==> src/rtl/spq_pkg.sv <==
// Shared constants, request and status codes, and control types of the sorted priority queue.
`default_nettype none
package spq_pkg;

  localparam int unsigned DEPTH = 16;
  localparam int unsigned KEY_W = 32;
  localparam int unsigned PAY_W = 32;
  localparam int unsigned CNT_W = $clog2(DEPTH + 1);

  localparam logic [1:0] REQ_PREPEND = 2'd0;
  localparam logic [1:0] REQ_INSERT  = 2'd1;
  localparam logic [1:0] REQ_REMOVE  = 2'd2;

  localparam logic [1:0] ST_OK    = 2'd0;
  localparam logic [1:0] ST_EMPTY = 2'd1;
  localparam logic [1:0] ST_FULL  = 2'd2;

  localparam logic [KEY_W-1:0] KEY_MIN = {1'b1, {(KEY_W-1){1'b0}}};

  // controller to datapath
  typedef struct packed {
    logic load_req;  // capture the accepted request
    logic exec;      // apply request to the queue and load the result register
  } cmd_t;

endpackage
`default_nettype wire

==> src/rtl/sorted_priority_queue_unit.sv <==
// Top level of the sorted priority queue: controller plus cell datapath.
// A request is captured at its transfer edge; once the result register is free, all cells
//   compare against the key and shift in parallel and the result register is loaded.
// A request is taken only after the previous one has executed, even while its result
//   waits in the output register; execution waits while that register is occupied.
// Reset clears the controller and the entry count; entry cells are not reset.
`default_nettype none
module sorted_priority_queue_unit (
  input  wire                               clk_i,
  input  wire                               rst_ni,
  input  wire                               in_valid_i,
  output logic                              in_ready_o,
  input  wire  [1:0]                        req_type_i,
  input  wire  signed [spq_pkg::KEY_W-1:0]  in_key_i,
  input  wire  [spq_pkg::PAY_W-1:0]         in_payload_i,
  output logic                              out_valid_o,
  input  wire                               out_ready_i,
  output logic [1:0]                        status_o,
  output logic signed [spq_pkg::KEY_W-1:0]  out_key_o,
  output logic [spq_pkg::PAY_W-1:0]         out_payload_o,
  output logic [spq_pkg::CNT_W-1:0]         occupancy_o
);
  import spq_pkg::*;

  cmd_t cmd;

  spq_ctrl u_ctrl (
    .clk_i       (clk_i),
    .rst_ni      (rst_ni),
    .in_valid_i  (in_valid_i),
    .in_ready_o  (in_ready_o),
    .out_valid_o (out_valid_o),
    .out_ready_i (out_ready_i),
    .cmd_o       (cmd)
  );

  spq_dp u_dp (
    .clk_i         (clk_i),
    .rst_ni        (rst_ni),
    .cmd_i         (cmd),
    .req_type_i    (req_type_i),
    .in_key_i      (in_key_i),
    .in_payload_i  (in_payload_i),
    .status_o      (status_o),
    .out_key_o     (out_key_o),
    .out_payload_o (out_payload_o),
    .occupancy_o   (occupancy_o)
  );

endmodule
`default_nettype wire

==> src/rtl/spq_ctrl.sv <==
// Sequencing controller: input/output handshakes and datapath commands.
`default_nettype none
module spq_ctrl (
  input  wire         clk_i,
  input  wire         rst_ni,
  input  wire         in_valid_i,
  output logic        in_ready_o,
  output logic        out_valid_o,
  input  wire         out_ready_i,
  output spq_pkg::cmd_t cmd_o
);
  import spq_pkg::*;

  typedef enum logic [1:0] {
    S_IDLE = 2'b01,
    S_EXEC = 2'b10
  } state_e;

  state_e state_q, state_d;
  logic   out_valid_q, out_valid_d;
  logic   out_free;

  assign out_free       = !out_valid_q || out_ready_i;
  assign in_ready_o     = (state_q == S_IDLE);
  assign out_valid_o    = out_valid_q;
  assign cmd_o.load_req = in_valid_i && (state_q == S_IDLE);
  assign cmd_o.exec     = (state_q == S_EXEC) && out_free;

  always_comb begin
    state_d     = state_q;
    out_valid_d = out_valid_q;
    if (out_valid_q && out_ready_i) begin
      out_valid_d = 1'b0;
    end
    case (state_q)
      S_IDLE: begin
        if (in_valid_i) begin
          state_d = S_EXEC;
        end
      end
      S_EXEC: begin
        // wait here until the result register can take the new result
        if (out_free) begin
          out_valid_d = 1'b1;
          state_d     = S_IDLE;
        end
      end
      default: begin
        state_d = S_IDLE;
      end
    endcase
  end

  always_ff @(posedge clk_i or negedge rst_ni) begin
    if (!rst_ni) begin
      state_q     <= S_IDLE;
      out_valid_q <= 1'b0;
    end else begin
      state_q     <= state_d;
      out_valid_q <= out_valid_d;
    end
  end

  a_no_back_to_back: assert property (@(posedge clk_i) disable iff (!rst_ni)
    (in_valid_i && in_ready_o) |=> !in_ready_o)
    else $error("request accepted while previous one still executing");

  a_exec_gives_result: assert property (@(posedge clk_i) disable iff (!rst_ni)
    cmd_o.exec |=> out_valid_o)
    else $error("executed request produced no result");

  a_no_overwrite: assert property (@(posedge clk_i) disable iff (!rst_ni)
    cmd_o.exec |-> (!out_valid_o || out_ready_i))
    else $error("result register overwritten before transfer");

endmodule
`default_nettype wire

==> src/rtl/spq_dp.sv <==
// Datapath: sorted entry cells with parallel compare and shift, fill count, result register.
`default_nettype none
module spq_dp (
  input  wire                               clk_i,
  input  wire                               rst_ni,
  input  spq_pkg::cmd_t                     cmd_i,
  input  wire  [1:0]                        req_type_i,
  input  wire  signed [spq_pkg::KEY_W-1:0]  in_key_i,
  input  wire  [spq_pkg::PAY_W-1:0]         in_payload_i,
  output logic [1:0]                        status_o,
  output logic signed [spq_pkg::KEY_W-1:0]  out_key_o,
  output logic [spq_pkg::PAY_W-1:0]         out_payload_o,
  output logic [spq_pkg::CNT_W-1:0]         occupancy_o
);
  import spq_pkg::*;

  // captured request
  logic [1:0]       req_q;
  logic [KEY_W-1:0] req_key_q;
  logic [PAY_W-1:0] req_pay_q;

  // entry cells, head at index 0
  logic [KEY_W-1:0] key_q [DEPTH];
  logic [KEY_W-1:0] key_d [DEPTH];
  logic [PAY_W-1:0] pay_q [DEPTH];
  logic [PAY_W-1:0] pay_d [DEPTH];
  logic [CNT_W-1:0] count_q, count_d;

  // result register
  logic [1:0]       status_q;
  logic [KEY_W-1:0] okey_q;
  logic [PAY_W-1:0] opay_q;
  logic [CNT_W-1:0] occ_q;

  logic             full, empty, is_add, do_ins, do_rem;
  logic [KEY_W-1:0] new_key;
  logic [DEPTH-1:0] hit;
  logic [1:0]       status_d;

  assign full   = (count_q == CNT_W'(DEPTH));
  assign empty  = (count_q == '0);
  assign is_add = (req_q == REQ_PREPEND) || (req_q == REQ_INSERT);
  assign do_ins = cmd_i.exec && is_add && !full;
  assign do_rem = cmd_i.exec && (req_q == REQ_REMOVE) && !empty;

  always_comb begin
    if (req_q == REQ_INSERT) begin
      new_key = req_key_q;
    end else if (empty) begin
      new_key = '0;
    end else if (key_q[0] == KEY_MIN) begin
      new_key = KEY_MIN;
    end else begin
      new_key = key_q[0] - KEY_W'(1);
    end
  end

  // hit marks cells at or after the insert point; monotone since cells are sorted
  for (genvar g = 0; g < DEPTH; g++) begin : g_cell
    assign hit[g] = (req_q != REQ_INSERT) || (CNT_W'(g) >= count_q) ||
                    !($signed(key_q[g]) < $signed(req_key_q));

    if (g == 0) begin : g_head
      always_comb begin
        key_d[g] = key_q[g];
        pay_d[g] = pay_q[g];
        if (do_ins) begin
          if (hit[g]) begin
            key_d[g] = new_key;
            pay_d[g] = req_pay_q;
          end
        end else if (do_rem) begin
          key_d[g] = key_q[g+1];
          pay_d[g] = pay_q[g+1];
        end
      end
    end else if (g == DEPTH - 1) begin : g_tail
      always_comb begin
        key_d[g] = key_q[g];
        pay_d[g] = pay_q[g];
        if (do_ins) begin
          if (hit[g-1]) begin
            key_d[g] = key_q[g-1];
            pay_d[g] = pay_q[g-1];
          end else if (hit[g]) begin
            key_d[g] = new_key;
            pay_d[g] = req_pay_q;
          end
        end
      end
    end else begin : g_mid
      always_comb begin
        key_d[g] = key_q[g];
        pay_d[g] = pay_q[g];
        if (do_ins) begin
          if (hit[g-1]) begin
            key_d[g] = key_q[g-1];
            pay_d[g] = pay_q[g-1];
          end else if (hit[g]) begin
            key_d[g] = new_key;
            pay_d[g] = req_pay_q;
          end
        end else if (do_rem) begin
          key_d[g] = key_q[g+1];
          pay_d[g] = pay_q[g+1];
        end
      end
    end

    always_ff @(posedge clk_i) begin
      key_q[g] <= key_d[g];
      pay_q[g] <= pay_d[g];
    end
  end

  always_comb begin
    count_d = count_q;
    if (do_ins) begin
      count_d = count_q + CNT_W'(1);
    end else if (do_rem) begin
      count_d = count_q - CNT_W'(1);
    end
  end

  always_comb begin
    case (req_q)
      REQ_PREPEND, REQ_INSERT: status_d = full ? ST_FULL : ST_OK;
      REQ_REMOVE:              status_d = empty ? ST_EMPTY : ST_OK;
      default:                 status_d = ST_OK;
    endcase
  end

  always_ff @(posedge clk_i or negedge rst_ni) begin
    if (!rst_ni) begin
      count_q <= '0;
    end else begin
      count_q <= count_d;
    end
  end

  always_ff @(posedge clk_i) begin
    if (cmd_i.load_req) begin
      req_q     <= req_type_i;
      req_key_q <= in_key_i;
      req_pay_q <= in_payload_i;
    end
    if (cmd_i.exec) begin
      status_q <= status_d;
      okey_q   <= do_rem ? key_q[0] : '0;
      opay_q   <= do_rem ? pay_q[0] : '0;
      occ_q    <= count_d;
    end
  end

  assign status_o      = status_q;
  assign out_key_o     = okey_q;
  assign out_payload_o = opay_q;
  assign occupancy_o   = occ_q;

  a_count_bound: assert property (@(posedge clk_i) disable iff (!rst_ni)
    count_q <= CNT_W'(DEPTH))
    else $error("entry count beyond depth");

  a_full_holds: assert property (@(posedge clk_i) disable iff (!rst_ni)
    (cmd_i.exec && is_add && full) |=> (count_q == CNT_W'(DEPTH)))
    else $error("rejected insert changed the count");

  a_remove_count: assert property (@(posedge clk_i) disable iff (!rst_ni)
    do_rem |=> (count_q == $past(count_q) - CNT_W'(1)))
    else $error("remove did not decrement the count");

endmodule
`default_nettype wire
==> config.mk <==
export PLATFORM = sky130hd
export DESIGN_NAME = sorted_priority_queue_unit
export DESIGN_NICKNAME = d
export VERILOG_FILES = /design/src/rtl/spq_pkg.sv /design/src/rtl/sorted_priority_queue_unit.sv /design/src/rtl/spq_ctrl.sv /design/src/rtl/spq_dp.sv
export SDC_FILE = /design/constraint.sdc
export NUM_CORES = 2
export LEC_CHECK = 0
export ABC_AREA = 1
export BUFFER_PORTS_ARGS = -buffer_cell sky130_fd_sc_hd__buf_4
export CORE_MARGIN = 2
export CORE_UTILIZATION = 45
export DETAILED_ROUTE_END_ITERATION = 10
export GPL_ROUTABILITY_DRIVEN = 0
export GPL_TIMING_DRIVEN = 0
export PLACE_DENSITY_LB_ADDON = 0.08
export SYNTH_ARGS = -nofsm -noshare
export SYNTH_HDL_FRONTEND = slang
export SYNTH_SLANG_ARGS = --single-unit
==> constraint.sdc <==
create_clock -name clk_i -period 16.9 [get_ports clk_i]
set_input_delay 1.69 -clock clk_i [delete_from_list [all_inputs] [get_ports clk_i]]
set_output_delay 1.69 -clock clk_i [all_outputs]
set_load 0.02 [all_outputs]
# Word level (Yosys, flattened, before mapping)
# Memory sizes are Yosys's and may differ from the RTL's.
# Cells that the tools add are included.
# classes
magnitude_cmp	32
n_mux	138
n_addsub	3
n_eq_ne	9
n_reduce_logical	64
# op_table
cell	n
32-bit 2-to-1 mux	127
32-bit less-than comparator	16
4-bit by 5-bit greater-or-equal comparator with 1-bit output, first input constant	8
1-bit logical OR	34
32-bit == test, second input constant	1
32-bit by 1-bit subtractor with 32-bit output, second input constant	1
3-bit by 5-bit greater-or-equal comparator with 1-bit output, first input constant	4
1-bit zero test	19
1-bit by 5-bit greater-or-equal comparator with 1-bit output, first input constant	2
2-bit by 5-bit greater-or-equal comparator with 1-bit output, first input constant	2
5-bit 2-to-1 mux	2
2-bit one-hot mux with 2 select lines	2
1-bit logical AND	7
2-bit 2-to-1 mux	3
5-bit by 1-bit adder with 5-bit output, second input constant	1
5-bit == test, second input constant	1
5-bit zero test	1
5-bit by 1-bit subtractor with 5-bit output, second input constant	1
2-bit by 1-bit == test with 1-bit output, second input constant	2
2-bit == test, second input constant	2
1-bit 2-to-1 mux	4
2-bit by 1-bit inequality test with 1-bit output, second input constant	2
2-bit zero test	1
2-bit inequality test, second input constant	1
2 further kinds	2
# word_totals
memories	2
in_bits	70
register_bits	145
ramBits	1024
output_inout_bits	73
word_cells	258
# mem_list
name	depth	word_bits	read_ports	rd_clocked_by_memory_dff	write_ports	line	text
u_dp.key_q	16	32	16	0	16	spq_dp.sv:23	logic [KEY_W-1:0] key_q [DEPTH];
u_dp.pay_q	16	32	16	0	16	spq_dp.sv:25	logic [PAY_W-1:0] pay_q [DEPTH];

# Longest topological paths before layout
# An unclocked memory read counts as a cell.
# logic_depth
word_depth	8
mapped_depth	20
mapped_depth_nobuf	17

# Cells and area by module
# Synthesis repeated with hierarchy kept, for this count alone.
# hier_totals
cells_unflattened	9615
area_unflattened_um2	76606.0
# by_module_without_submodules
module	area_per_inst_um2	cells_each	seq_area_each_um2	instances
spq_dp	76459.6	9594	34988.6	1
spq_ctrl	146.4	21	76.3	1

# Least setup slack after synthesis
# OpenSTA, ideal clock, no wires.
# synth_path
path_type	input to register
from	input out_ready_i
to	memory u_dp.key_q[4][0] (netlist: u_dp.key_q[0][128]) (enable)
path_slack_ns	7.196
setup_time_ns	0.507
n_path_buf	2
t_arrival_ns	9.197
path_stages	8
required_time_ns	16.393
path_cell_list	nor2_1 > nor2_1 > inv_1 > nor3_4 > buf_2 > nor2_1 > buf_2 > a21oi_1
# synth_rtl
element	line	text
start: declaration	sorted_priority_queue_unit.sv:17	input wire out_ready_i,
end: declaration	spq_dp.sv:23	

==> summary.md <==
| Metric | Value |
|---|---|
| Vias | 67400 |
| Initial Utilization | between 40% and 50% |
| Worst-Margin Slew | between 1 and 1.5 ns |
| Leak | roughly 0.04 uW |
| CP Launch Type | primary input |
| Min Hold Slack | 0.512 ns |
| DIE HEIGHT | roughly 420 um |
| GR Overflow Total | 0 |
| CTS tree | yes |
| Seq/Total Area, Yosys | 45.8% |
| Largest net degree at the start of global routing | 65 |
| Period Utilization, post-route | 32.8% |
| Failing checks | max-capacitance violations |
| Hold Fails Final Rpt | 0 |
| Mapped Nets | roughly 10000 |
| Pwr/cell area | 100 nW/um2 |
| Final Critical Period | around 5.5 ns |
| Clk slew on worst S/H paths | 0.06 ns |
| Initial antenna violation count | 8 |
| Total of warnings raised by yosys | 0 |
| Yosys reg bits | between 1000 and 1500 |
| Worst path required time | 17.30 ns |
| CTS max path bufs | 3 |
| WL final | approximately 270 mm |
| # fillers | 16700 |
| Setup-failing EPs final | 0 |
| Max-cap violations | 1 |
| Std cell rows | 151 |
| Share of layout cells above drive strength 1 | 8.10% |
| Status | complete, but fails checks |
| DRT antenna net count | 0 |
| Die ar. | 174000 um2 |
| Clock Sink Count | 1169 |
| Share of the synthesized area in the top cell type | 45.5% |
| Worst hold start | u_dp.pay_q[7][52]$_DFFE_PP_ |
| Drt drc | 0 |
| Final nets | around 11000 |
| Most frequent cells in the layout | nand2_1, edfxtp_1, inv_1 |
| CTS buffer count | 144 |
| Distinct cells, synth | 44 |
| Pre-CTS setup slack | 10.68 ns |
| Hold Crit Class | reg2reg |
| Crit Path Max Fanout | 64 |
| Pre-antenna DRT Iters | 8 |
| Finished Layout Cells | 12300 |
| Hold-fix buffers, CTS | 0 |
| Area Growth Syn to Fin | 11.7% |
| Tot GR Track Use | 30.1% |
| Slew Limit Fails | 0 |
| Vias in the first global route | around 65000 |
| RSZ-0062 raised after global routing | no |
| Vias/cell | 5.49 |
| Die width | 417 um |
| CP Class | in2reg |
| Most common cell after layout, fill and taps aside | nand2_1 |
| Post-CTS Setup Bufs | 0 |
| FF+latch area | about 35000 um2 |
| Setup TNS | 0 ns |
| Mapped Cells | 9640 |
| Input/output buffers | 142 |
| Area of the multi-input gates | 34200 um2 |
| Worst-Skew Late Latency | 0.80 ns |
| CP arrival | just under 6 ns |
| Detailed Place HPWL | 220 mm |
| Wire length per cell | 21.8 um |
| Total Power | roughly 8600 uW |
| RR Startpoint | u_dp.req_key_q[31]$_DFFE_PP_ |
| Final WS setup | 11.35 ns |
| Resized Gates After CTS | 0 |
| Critical Path Source | out_ready_i |
| Clock Tree Root | clkbuf_16 |
| Max_slew headroom | 0.785% |
| Core area | between 150000 and 200000 um2 |
| Number of I/O pins | 143 |
| Synth area leader | edfxtp_1 |
| Iter 0 DRT Violations | 7163 |
| Synthesized area | 76600 um2 |
| First-pass GRT wire length | 396 mm |
| Fmax | between 150 and 200 MHz |
| Cells after DPL | approximately 12000 |
| Mapped Avg Cell Area | 7.95 um2 |
| Layout Skew | approximately 0.033 ns |
| # H-tree levels | 4 |
| Synth top area cells | edfxtp_1, nand2_1, ha_1 |
| Worst VDD drop | 0.0929 mV |
| Crit path capture type | flip-flop |
-- synth_stat cells, drive strengths merged --
cell and n:
nand3 993, buf 474, ha 502, clkbuf 226
inv 1141, a22oi 5, a32o 1, edfxtp 1161
xnor2 1, clkinv 1, a211oi 2, nand2 3336
a21boi 1, o211ai 13, a21oi 247, nand4 929
nand3b 1, nor3 24, dfrtp 7, dfstp 1
o41ai 1, nor4 4, a31o 1, o22ai 9
nor2 310, o21ai 197, o21ba 1, o21a 16
xor2 22, a31oi 13
-- logic make-up after synthesis --
| family | synth area share (%) |
|---|---|
| and+or+nand+nor | 32.3 |
| buffers and inverters | 9.82 |
| DFF | 45.8 |
| AOI/OAI and AO/OA | 3.70 |
| adders and majority gates | 8.20 |
| xor gates and xnor gates | 0.263 |
-- cell type report --
cell class	instances	area share (%)
antenna	3	0.00877
inverter	1142	5.01
clock buffer	171	4.35
clock inverter	85	0.866
timing repair buffer	165	1.79
sequential	1169	41.0
buffer	700	3.78
tap	2218	3.24
multi-input combinational	6629	40.0
-- sequential cells by signal, indices dropped and copies added, names as in the netlist --
register,cells
u_dp.count_q,5
u_dp.out_key_o,32
u_ctrl.state_q,2
u_dp.status_o,2
u_dp.pay_q,512
u_dp.req_pay_q,32
u_dp.out_payload_o,32
u_ctrl.out_valid_o,1
u_dp.occupancy_o,5
u_dp.key_q,512
u_dp.req_q,2
u_dp.req_key_q,32
-- worst max-delay path, stage by stage --
cell and delay [ns]:
buf_4 0.09, nor2_1 0.07, nor2_4 0.39, buf_12 0.28
inv_1 0.12, nor3_4 0.50, buf_2 0.66, clkbuf_1 0.95
o21ai_0 0.36, nand2_4 0.74
-- report_power, final --
| group | internal (uW) | switching (uW) |
|---|---|---|
| clock network | 1740 | 1290 |
| registers | 3370 | 90.1 |
| logic | 548 | 1540 |
-- worst paths after layout --
kind | end | slack (ns) | depth (start not counted)
max | u_dp.key_q[1][50]$_DFFE_PP_ | 11.35 | 10
min | u_dp.pay_q[7][20]$_DFFE_PP_ | 0.51 | 2
max reg2reg | u_dp.key_q[0][19]$_DFFE_PP_ | 11.79 | 14
min reg2reg | u_dp.pay_q[7][20]$_DFFE_PP_ | 0.51 | 2
max in group asynchronous | u_ctrl.state_q[0]$_DFFE_PN1P_ | 15.90 | 1
min in group asynchronous | u_dp.count_q[1]$_DFF_PN0_ | 0.75 | 1
-- metrics by stage --
| step | instance area (um2) | utilization (%) |
|---|---|---|
| floorplan | 76600 | - |
| global placement | 80500 | 47.5 |
| detailed placement | 81100 | 47.9 |
| CTS | 85600 | 50.5 |
| global route | 85600 | 50.5 |
| finish | 85600 | 50.5 |
-- layer usage --
layer | vias up | part of all wire [%] | track usage, % | wire [um]
met3 | 541 | 7.4 | 4.28 | 19700
met1 | 31000 | 44 | 41.3 | 118000
met2 | 2686 | 44 | 47.8 | 118000
met5 | - | 0 | 0 | 0
li1 | 33200 | - | - | -
met4 | 0 | 4.3 | 12.4 | 11600
(Power assumes the default switching activity.)
